File: src/hw/rtl/assert_macros.svh
// ----------------------------------------------------------------------------
// Assertion macros
// Shorthand for the concurrent checks used in the RTL of this project.
// ----------------------------------------------------------------------------
`ifndef ASSERT_MACROS_SVH
`define ASSERT_MACROS_SVH

// The consequent must hold in the same cycle as the antecedent.
`define ASSERT_SAME(label, ante, cons, msg) \
	label: assert property (@(posedge clk) disable iff (!arst_n) (ante) |-> (cons)) \
		else $error(msg);

// The consequent must hold in the cycle after the antecedent.
`define ASSERT_NEXT(label, ante, cons, msg) \
	label: assert property (@(posedge clk) disable iff (!arst_n) (ante) |=> (cons)) \
		else $error(msg);

`endif

File: src/hw/rtl/tkmp_pkg.sv
`timescale 1ns / 1ps
// ----------------------------------------------------------------------------
// tkmp_pkg
// Types and constants shared by the terminal key and mouse report parser.
// ----------------------------------------------------------------------------
package tkmp_pkg;

	// Bytes with a meaning to the parser.
	localparam logic [7:0] CH_ESC       = 8'h1B;
	localparam logic [7:0] CH_BRACKET   = 8'h5B;   // '['
	localparam logic [7:0] CH_LESS      = 8'h3C;   // '<'
	localparam logic [7:0] CH_SEMICOLON = 8'h3B;   // ';'
	localparam logic [7:0] CH_PRESS     = 8'h4D;   // 'M'
	localparam logic [7:0] CH_RELEASE   = 8'h6D;   // 'm'
	localparam logic [7:0] CH_LOWER_A   = 8'h61;
	localparam logic [7:0] CH_LOWER_Z   = 8'h7A;
	localparam logic [7:0] CH_DIGIT_0   = 8'h30;
	localparam logic [7:0] CH_DIGIT_9   = 8'h39;
	localparam logic [7:0] CH_SPACE     = 8'h20;
	localparam logic [7:0] CH_NEWLINE   = 8'h0A;
	localparam logic [7:0] CH_TAB       = 8'h09;
	localparam logic [7:0] CH_BACKSPACE = 8'h08;

	// Key codes.
	localparam logic [5:0] KEY_DIGIT_BASE = 6'd26;
	localparam logic [5:0] KEY_SPACE      = 6'd36;
	localparam logic [5:0] KEY_ENTER      = 6'd37;
	localparam logic [5:0] KEY_TAB        = 6'd38;
	localparam logic [5:0] KEY_BACKSPACE  = 6'd39;
	localparam logic [5:0] KEY_UNKNOWN    = 6'd40;

	// Event kinds.
	localparam logic EV_KEY   = 1'b0;
	localparam logic EV_MOUSE = 1'b1;

	// Mouse actions.
	localparam logic ACT_PRESS   = 1'b0;
	localparam logic ACT_RELEASE = 1'b1;

	// Mouse buttons as reported on the event.
	localparam logic [1:0] BTN_NONE   = 2'd0;
	localparam logic [1:0] BTN_LEFT   = 2'd1;
	localparam logic [1:0] BTN_MIDDLE = 2'd2;
	localparam logic [1:0] BTN_RIGHT  = 2'd3;

	// Button numbers as they appear in the report text.
	localparam int unsigned RPT_LEFT   = 0;
	localparam int unsigned RPT_MIDDLE = 1;
	localparam int unsigned RPT_RIGHT  = 2;

	typedef struct packed {
		logic [7:0] data_byte;
		logic       end_of_buffer;
	} byte_item_t;

	typedef struct packed {
		logic        event_kind;
		logic [5:0]  key_id;
		logic        mouse_action;
		logic [1:0]  mouse_button;
		logic [15:0] mouse_x;
		logic [15:0] mouse_y;
	} event_item_t;

	// Classification of one byte, passed from the decoder to the parser.
	typedef struct packed {
		logic       is_esc;
		logic       is_bracket;
		logic       is_less;
		logic       is_semicolon;
		logic       is_final;
		logic       is_release;
		logic       is_digit;
		logic [3:0] digit;
		logic [5:0] key_id;
	} byte_class_t;

endpackage

File: src/hw/rtl/tkmp_byte_decode.sv
`timescale 1ns / 1ps
// ----------------------------------------------------------------------------
// tkmp_byte_decode
// Classifies one input byte and works out its key code.
// ----------------------------------------------------------------------------
module tkmp_byte_decode
	import tkmp_pkg::*;
(
	input  logic [7:0]  data_byte,
	output byte_class_t byte_class
);

	always_comb begin
		byte_class              = '0;
		byte_class.is_esc       = (data_byte == CH_ESC);
		byte_class.is_bracket   = (data_byte == CH_BRACKET);
		byte_class.is_less      = (data_byte == CH_LESS);
		byte_class.is_semicolon = (data_byte == CH_SEMICOLON);
		byte_class.is_final     = (data_byte == CH_PRESS) || (data_byte == CH_RELEASE);
		byte_class.is_release   = (data_byte == CH_RELEASE);
		byte_class.is_digit     = (data_byte inside {[CH_DIGIT_0:CH_DIGIT_9]});
		byte_class.digit        = 4'(data_byte - CH_DIGIT_0);

		case (data_byte) inside
			[CH_LOWER_A:CH_LOWER_Z]: begin
				byte_class.key_id = 6'(data_byte - CH_LOWER_A);
			end
			[CH_DIGIT_0:CH_DIGIT_9]: begin
				byte_class.key_id = KEY_DIGIT_BASE + 6'(data_byte - CH_DIGIT_0);
			end
			CH_SPACE: begin
				byte_class.key_id = KEY_SPACE;
			end
			CH_NEWLINE: begin
				byte_class.key_id = KEY_ENTER;
			end
			CH_TAB: begin
				byte_class.key_id = KEY_TAB;
			end
			CH_BACKSPACE: begin
				byte_class.key_id = KEY_BACKSPACE;
			end
			default: begin
				byte_class.key_id = KEY_UNKNOWN;
			end
		endcase
	end

endmodule

File: src/hw/rtl/tkmp_parser.sv
`timescale 1ns / 1ps
// ----------------------------------------------------------------------------
// tkmp_parser
// Sequence state machine: holds the parse phase and the numbers of a mouse
// report, and forms the event that a byte gives.
// ----------------------------------------------------------------------------
module tkmp_parser
	import tkmp_pkg::*;
#(
	parameter int unsigned COORD_BITS = 16
) (
	input  logic        clk,
	input  logic        arst_n,
	input  logic        take,
	input  logic        end_of_buffer,
	input  byte_class_t byte_class,
	output logic        fire,
	output event_item_t event_item
);

	localparam int unsigned PROD_BITS = COORD_BITS + 4;

	typedef enum logic [2:0] {
		PH_NORMAL,
		PH_ESC,
		PH_BRACKET,
		PH_BUTTON,
		PH_XCOORD,
		PH_YCOORD
	} phase_t;

	phase_t                phase_q, phase_d;
	logic                  seen_q, seen_d;
	logic [COORD_BITS-1:0] acc_q, acc_d;
	logic [1:0]            button_q, button_d;
	logic [15:0]           column_q, column_d;

	logic [PROD_BITS-1:0]  prod;
	logic [COORD_BITS-1:0] acc_sat;
	logic [1:0]            button_map;
	logic                  reprocess;

	// Decimal step: acc * 10 + digit, held at all ones on overflow.
	always_comb begin
		prod = ({4'b0, acc_q} << 3) + ({4'b0, acc_q} << 1) + PROD_BITS'(byte_class.digit);
		if (prod[PROD_BITS-1:COORD_BITS] != '0) begin
			acc_sat = '1;
		end else begin
			acc_sat = prod[COORD_BITS-1:0];
		end
	end

	always_comb begin
		if (acc_q == COORD_BITS'(RPT_LEFT)) begin
			button_map = BTN_LEFT;
		end else if (acc_q == COORD_BITS'(RPT_MIDDLE)) begin
			button_map = BTN_MIDDLE;
		end else if (acc_q == COORD_BITS'(RPT_RIGHT)) begin
			button_map = BTN_RIGHT;
		end else begin
			button_map = BTN_NONE;
		end
	end

	always_comb begin
		phase_d    = phase_q;
		seen_d     = seen_q;
		acc_d      = acc_q;
		button_d   = button_q;
		column_d   = column_q;
		fire       = 1'b0;
		event_item = '0;
		reprocess  = 1'b0;

		case (phase_q)
			PH_ESC: begin
				if (byte_class.is_bracket) begin
					phase_d = PH_BRACKET;
				end else begin
					reprocess = 1'b1;
				end
			end
			PH_BRACKET: begin
				if (byte_class.is_less) begin
					phase_d = PH_BUTTON;
					seen_d  = 1'b0;
					acc_d   = '0;
				end else begin
					reprocess = 1'b1;
				end
			end
			PH_BUTTON, PH_XCOORD: begin
				if (byte_class.is_digit) begin
					acc_d  = acc_sat;
					seen_d = 1'b1;
				end else if (byte_class.is_semicolon && seen_q) begin
					if (phase_q == PH_BUTTON) begin
						button_d = button_map;
						phase_d  = PH_XCOORD;
					end else begin
						column_d = 16'(acc_q);
						phase_d  = PH_YCOORD;
					end
					seen_d = 1'b0;
					acc_d  = '0;
				end else begin
					reprocess = 1'b1;
				end
			end
			PH_YCOORD: begin
				if (byte_class.is_digit) begin
					acc_d  = acc_sat;
					seen_d = 1'b1;
				end else if (byte_class.is_final && seen_q) begin
					fire                    = 1'b1;
					event_item.event_kind   = EV_MOUSE;
					event_item.mouse_action = byte_class.is_release ? ACT_RELEASE : ACT_PRESS;
					event_item.mouse_button = button_q;
					event_item.mouse_x      = column_q;
					event_item.mouse_y      = 16'(acc_q);
					phase_d                 = PH_NORMAL;
					seen_d                  = 1'b0;
					acc_d                   = '0;
				end else begin
					reprocess = 1'b1;
				end
			end
			default: begin
				reprocess = 1'b1;
			end
		endcase

		// Normal mode, also for a byte that has just broken a sequence.
		if (reprocess) begin
			seen_d = 1'b0;
			acc_d  = '0;
			if (byte_class.is_esc) begin
				phase_d = PH_ESC;
			end else begin
				phase_d             = PH_NORMAL;
				fire                = 1'b1;
				event_item          = '0;
				event_item.event_kind = EV_KEY;
				event_item.key_id   = byte_class.key_id;
			end
		end

		if (end_of_buffer && (phase_d != PH_NORMAL)) begin
			phase_d = PH_NORMAL;
			seen_d  = 1'b0;
			acc_d   = '0;
		end
	end

	always_ff @(posedge clk or negedge arst_n) begin
		if (!arst_n) begin
			phase_q  <= PH_NORMAL;
			seen_q   <= 1'b0;
			acc_q    <= '0;
			button_q <= BTN_NONE;
			column_q <= '0;
		end else if (take) begin
			phase_q  <= phase_d;
			seen_q   <= seen_d;
			acc_q    <= acc_d;
			button_q <= button_d;
			column_q <= column_d;
		end
	end

endmodule

File: src/hw/rtl/terminal_key_and_sgr_mouse_parser.sv
`timescale 1ns / 1ps
// ----------------------------------------------------------------------------
// terminal_key_and_sgr_mouse_parser
// Turns a stream of terminal input bytes into key press and mouse events.
// ----------------------------------------------------------------------------
// One byte beat goes in, and it gives at most one event beat out. A byte is
// held in the input register, classified and run through the sequence state
// machine, and any event it gives is written to the result register as the
// byte leaves the input register; the event is offered from the result
// register, and the block takes one byte in every cycle while the event side
// keeps up. The only thing that holds it back is a stalled result register:
// while an event waits there, the byte behind it waits in the input register
// and byte_stall rises. Plain bytes give key events; ESC starts a sequence
// and gives nothing; ESC [ < button ; x ; y M (or m) gives a mouse press (or
// release) event. A byte that breaks a sequence is handled again as an
// ordinary byte, and end_of_buffer drops whatever sequence is still open once
// its byte has been handled. Numbers saturate at 2^COORD_BITS - 1, and the
// event carries their low sixteen bits.
// ----------------------------------------------------------------------------
`include "assert_macros.svh"

module terminal_key_and_sgr_mouse_parser
	import tkmp_pkg::*;
#(
	parameter int unsigned COORD_BITS = 16
) (
	input  logic        clk,
	input  logic        arst_n,

	input  logic        byte_valid,
	output logic        byte_stall,
	input  byte_item_t  byte_item,

	output logic        event_valid,
	input  logic        event_stall,
	output event_item_t event_item
);

	// Input register: the byte being worked on this cycle.
	logic        valid_s1;
	byte_item_t  item_s1;

	// Result register: the event on offer.
	logic        valid_s2;
	event_item_t event_s2;

	byte_class_t byte_class;
	logic        fire;
	event_item_t event_next;
	logic        advance;

	// The byte in stage one moves on when the result register is empty or is
	// being emptied in this same cycle.
	assign advance    = valid_s1 && (!valid_s2 || !event_stall);
	assign byte_stall = valid_s1 && !advance;

	always_ff @(posedge clk or negedge arst_n) begin
		if (!arst_n) begin
			valid_s1 <= 1'b0;
		end else if (!byte_stall) begin
			valid_s1 <= byte_valid;
		end
	end

	always_ff @(posedge clk) begin
		if (byte_valid && !byte_stall) begin
			item_s1 <= byte_item;
		end
	end

	tkmp_byte_decode u_decode (
		.data_byte  (item_s1.data_byte),
		.byte_class (byte_class)
	);

	tkmp_parser #(
		.COORD_BITS (COORD_BITS)
	) u_parser (
		.clk           (clk),
		.arst_n        (arst_n),
		.take          (advance),
		.end_of_buffer (item_s1.end_of_buffer),
		.byte_class    (byte_class),
		.fire          (fire),
		.event_item    (event_next)
	);

	// A byte that gives no event still leaves stage one, and then the result
	// register simply stays empty.
	always_ff @(posedge clk or negedge arst_n) begin
		if (!arst_n) begin
			valid_s2 <= 1'b0;
		end else if (advance) begin
			valid_s2 <= fire;
		end else if (!event_stall) begin
			valid_s2 <= 1'b0;
		end
	end

	always_ff @(posedge clk) begin
		if (advance && fire) begin
			event_s2 <= event_next;
		end
	end

	assign event_valid = valid_s2;
	assign event_item  = event_s2;

	// The byte side is held back only by an event that waits to be taken.
	`ASSERT_SAME(a_stall_cause, byte_stall, valid_s1 && valid_s2 && event_stall, "byte stall without a waiting event")

	// A byte that gives no event leaves no beat behind it.
	`ASSERT_NEXT(a_no_phantom, advance && !fire, !valid_s2, "event offered for a byte that gave none")

	// A key event carries a key code in range and no mouse coordinates.
	`ASSERT_SAME(a_key_clean, valid_s2 && (event_s2.event_kind == EV_KEY), (event_s2.key_id <= KEY_UNKNOWN) && (event_s2.mouse_x == 16'd0) && (event_s2.mouse_y == 16'd0), "malformed key event")

endmodule
File: config.mk
export PLATFORM = sky130hd
export DESIGN_NAME = terminal_key_and_sgr_mouse_parser
export DESIGN_NICKNAME = d
export VERILOG_FILES = /design/src/hw/rtl/tkmp_pkg.sv /design/src/hw/rtl/tkmp_byte_decode.sv /design/src/hw/rtl/tkmp_parser.sv /design/src/hw/rtl/terminal_key_and_sgr_mouse_parser.sv
export VERILOG_INCLUDE_DIRS = /design/src /design/src/hw/rtl
export SDC_FILE = /design/constraint.sdc
export NUM_CORES = 1
export LEC_CHECK = 0
export ABC_AREA = 1
export ABC_CLOCK_PERIOD_IN_PS = 10700
export BUFFER_PORTS_ARGS = -buffer_cell sky130_fd_sc_hd__buf_4
export CAP_MARGIN = 10
export CELL_PAD_IN_SITES_DETAIL_PLACEMENT = 1
export CELL_PAD_IN_SITES_GLOBAL_PLACEMENT = 1
export CORE_MARGIN = 8
export CORE_UTILIZATION = 45
export DETAILED_ROUTE_END_ITERATION = 7
export PLACE_DENSITY_LB_ADDON = 0.1
export RECOVER_POWER = 100
export SLEW_MARGIN = 20
export SYNTH_ARGS = -nofsm -noshare
export SYNTH_HDL_FRONTEND = slang
export SYNTH_SLANG_ARGS = --single-unit
File: constraint.sdc
create_clock -name clk -period 10.7 [get_ports clk]
set_clock_uncertainty 0.2 [all_clocks]
set_input_delay 0.535 -clock clk [delete_from_list [all_inputs] [get_ports clk]]
set_output_delay 0.535 -clock clk [all_outputs]
set_load 0.01 [all_outputs]
==> impl_metrics.tcl <==
set metrics [dict create \
    synthesis.nets 703 \
    area_delta_synth_final_pct 11.4 \
    reg2reg_depth 10 \
    core_area_um2 12000 \
    ir_worst_vdd_v 0.0000716 \
    cts_sinks 91 \
    synthArstFlopShare_pct 44.0 \
    first_pass_iters 4 \
    rsz0062_at_grt "no" \
    vias_per_cell 5.12 \
    drcViolationCount 0 \
    maxCapViolCount 2 \
    min_period_over_period_pct 53.3 \
    hp-class "in2reg" \
    io_buffers 56 \
    clkPwrFrac_pct 38.9 \
    start_util_pct 45.8 \
    path_max_fanout 35 \
    power_density_nw_per_um2 136 \
    cts_root_buf "clkbuf_16" \
    grt_max_degree 41 \
    ant_nets 0 \
    cts_tree "built" \
    ys_seq_area_share_pct 46.3 \
    hpwl_mm 10.8 \
    fillers 1466 \
    outcome "finished, violations left" \
    syn_inst 646 \
    clk_latency_ns 0.35 \
    cp.required_ns 10.44 \
    n_antenna_cell 0 \
    vias 4376 \
    cp-start-kind "register" \
    cts_resized 0 \
    grt-ovfl-total 0 \
    wl_per_cell_um 16.3 \
    gp_congestion 0.870 \
    ios 57 \
    setup_slack_ns 4.99 \
    chipWidth_um 126 \
    clkTransAtPathRegs_ns 0.07 \
    wl_mm 13.9 \
    critical_path_class "reg2reg" \
    min_period_ns 5.71 \
    grt_antenna_before_repair 0 \
    slew-limit-headroom_pct -45.4 \
    grt_pass1_wl_mm 23.5 \
    synth-seq-cells 91 \
    worst_pin_slew_ns 2.18 \
    setup-tns-final_ns 0 \
    htreeDepth 3 \
    setup-violations-final 0 \
    grt_usage_pct 18.2 \
    synth.avg_cell_area_um2 8.47 \
    synth.cell_area_um2 5470 \
    violations "capacitance limit, slew limit" \
    synth_edf_count 51 \
    die_area_um2 15900 \
    ys_warn_count 0 \
    drive_gt1_share_pct 6.64 \
    hold_violations 0 \
    finalMaxSlewViolations 77 \
    numCtsBuffers 9 \
    synth_cell_types 40 \
    p_comb_share_pct 10.8 \
    placed_cell_area_um2 6020 \
    grt_pass1_vias 4714 \
    die_h_um 126 \
    rows 40 \
    arrival_ns 5.44 \
    seqPwrFrac_pct 50.3 \
    yosys_most_used_dff "edfxtp_1" \
    hold_path_depth 1 \
    ctsLongestPathBuffers 2 \
    preCtsSetupSlack_ns 6.64 \
    p_int_mw 0.613 \
    finalNetCount 760 \
    holdBufCountCts 1 \
    critPathCaptureType "register" \
    netSwitchingFraction_pct 26.1 \
    leakagePower_nw 2.86 \
    postCtsSetupRepairBufs 0 \
    switching_power_mw 0.217 \
    fmax_mhz 175 \
    design_area_um2 6100 \
    drt_iter0_drc 259 \
]
[synth_stat cells, types with 2 or more instances]
cell type  instances  area (um2)
buf_2              3        15.0
a31oi_1            3        18.8
o22ai_1            2        12.5
o211ai_1           3        22.5
nand2_2            8        50.1
inv_2              3        11.3
nand3_1           35         175
buf_6              2        22.5
nand4_1            8        50.1
o21ai_1           10        50.1
a21oi_1           25         125
dfrtp_1           40        1000
edfxtp_1          51        1530
nand2_1          167         627
inv_1             93         349
xor2_1             9        78.8
and3_1             2        12.5
ha_1              42         526
nor2_2             5        31.3
nand3_2            4        40.0
nor2_4             3        33.8
o31ai_1            2        15.0
xnor2_1            9        78.8
nand3b_1           5        37.5
nor3_1             2        10.0
nor2_1            70         263
buf_4              4        30.0
fa_1               2        40.0
clkbuf_1           3        11.3
o21ai_0           21         105
[routing by layer]
metal / GRT usage [%] / wire [um] / share of wire (%)
met1: 25.2 / 7210 / 52
met2: 27.8 / 6000 / 43
met3: 3.38 / 452 / 3.3
met4: 6.72 / 237 / 1.7
met5: 0 / 0 / 0
[placed cells by master (no fill, tap or decap), types with 2 or more instances in the layout]
| master | n |
|---|---|
| clkinvlp_4 | 3 |
| dfrtp_1 | 40 |
| nor2_1 | 72 |
| o21ai_0 | 31 |
| xnor2_1 | 9 |
| nand4_1 | 8 |
| nand3_2 | 3 |
| clkbuf_4 | 9 |
| xor2_1 | 9 |
| fa_1 | 2 |
| and3_1 | 2 |
| edfxtp_1 | 51 |
| nand3b_1 | 5 |
| nor3_1 | 2 |
| clkbuf_1 | 47 |
| a21oi_1 | 26 |
| nor2_4 | 2 |
| o21bai_1 | 2 |
| a31oi_1 | 3 |
| o211ai_1 | 4 |
| nand2_2 | 8 |
| o31ai_1 | 2 |
| nor2_2 | 4 |
| ha_1 | 42 |
| inv_2 | 2 |
| clkbuf_16 | 9 |
| nand2_1 | 167 |
| inv_1 | 94 |
| nand3_1 | 36 |
| o22ai_1 | 2 |
| buf_4 | 2 |
[final timing paths]
kind                            slack [ns]                 start               endpoint
min in group asynchronous             1.16                arst_n               valid_s1
worst min-delay path                  0.18          byte_item[0]             item_s1[0]
worst max-delay path                  4.99            item_s1[2]         event_item[12]
max in group asynchronous             7.89                arst_n  u_parser.column_q[10]
worst max register to register        4.99            item_s1[2]         event_item[12]
worst min register to register        0.29  u_parser.button_q[0]   u_parser.button_q[0]
[layout make-up]
cell class	instances	area, um2	share of cell area, %
clock inverters	6	72.6	1.19
repair buffers	58	265	4.35
clock buffers	10	229	3.76
well taps	147	184	3.02
inverters	97	364	5.97
multi-input cells	446	2450	40.2
flip-flops and latches	91	2530	41.5
[worst max-delay path, cell delays in order (launching register included)]
cell	delay, ns
edfxtp_1	0.51
inv_1	0.15
ha_1	0.25
nand3_1	0.13
nand3_1	0.09
a21oi_1	0.88
nand2_2	0.12
nand2_1	0.18
o21ai_0	0.47
a21oi_1	0.84
clkbuf_1	1.42
[cells by family (layout without fill, tap and decap cells)]
kind of cell	Yosys count	after routing	synth area share [%]
AO/OA/AOI/OAI	72	72	7.77
AND/OR/NAND/NOR	312	312	24.6
adder cells (fa/ha/maj)	44	44	10.3
XOR/XNOR	18	18	2.88
flip-flops	91	91	46.3
buffers and inverters	109	171	8.09
[flip-flops by register name, summed over array words and instances, names as in the netlist]
| name | count |
|---|---|
| u_parser.button_q | 2 |
| valid_s1 | 1 |
| u_parser.phase_q | 3 |
| u_parser.seen_q | 1 |
| event_valid | 1 |
| event_item | 42 |
| item_s1 | 9 |
| u_parser.column_q | 16 |
| u_parser.acc_q | 16 |
[power groups by stage]
| stage | sequential, mW | combinational, mW | clock, mW |
|---|---|---|---|
| CTS | 0.417 | 0.114 | 0.330 |
| finish | 0.417 | 0.0900 | 0.323 |
| detailed placement | 0.424 | 0.113 | 0 |
| floorplan | 0.436 | 0.0426 | 0 |
| global placement | 0.423 | 0.111 | 0 |
| global route | 0.420 | 0.0998 | 0.341 |
[through the flow]
step | utilization [%] | cells | hold slack [ns] | power [mW]
after floorplan | - | 646 | 0.0394 | 0.478
after global placement | 50.3 | 838 | 0.268 | 0.533
after detailed placement | 50.3 | 838 | 0.277 | 0.537
after CTS | 52.9 | 855 | 0.151 | 0.861
after global routing | 51.0 | 855 | 0.176 | 0.861
final | 51.0 | 855 | 0.183 | 0.830
(Power assumes the default switching activity.)
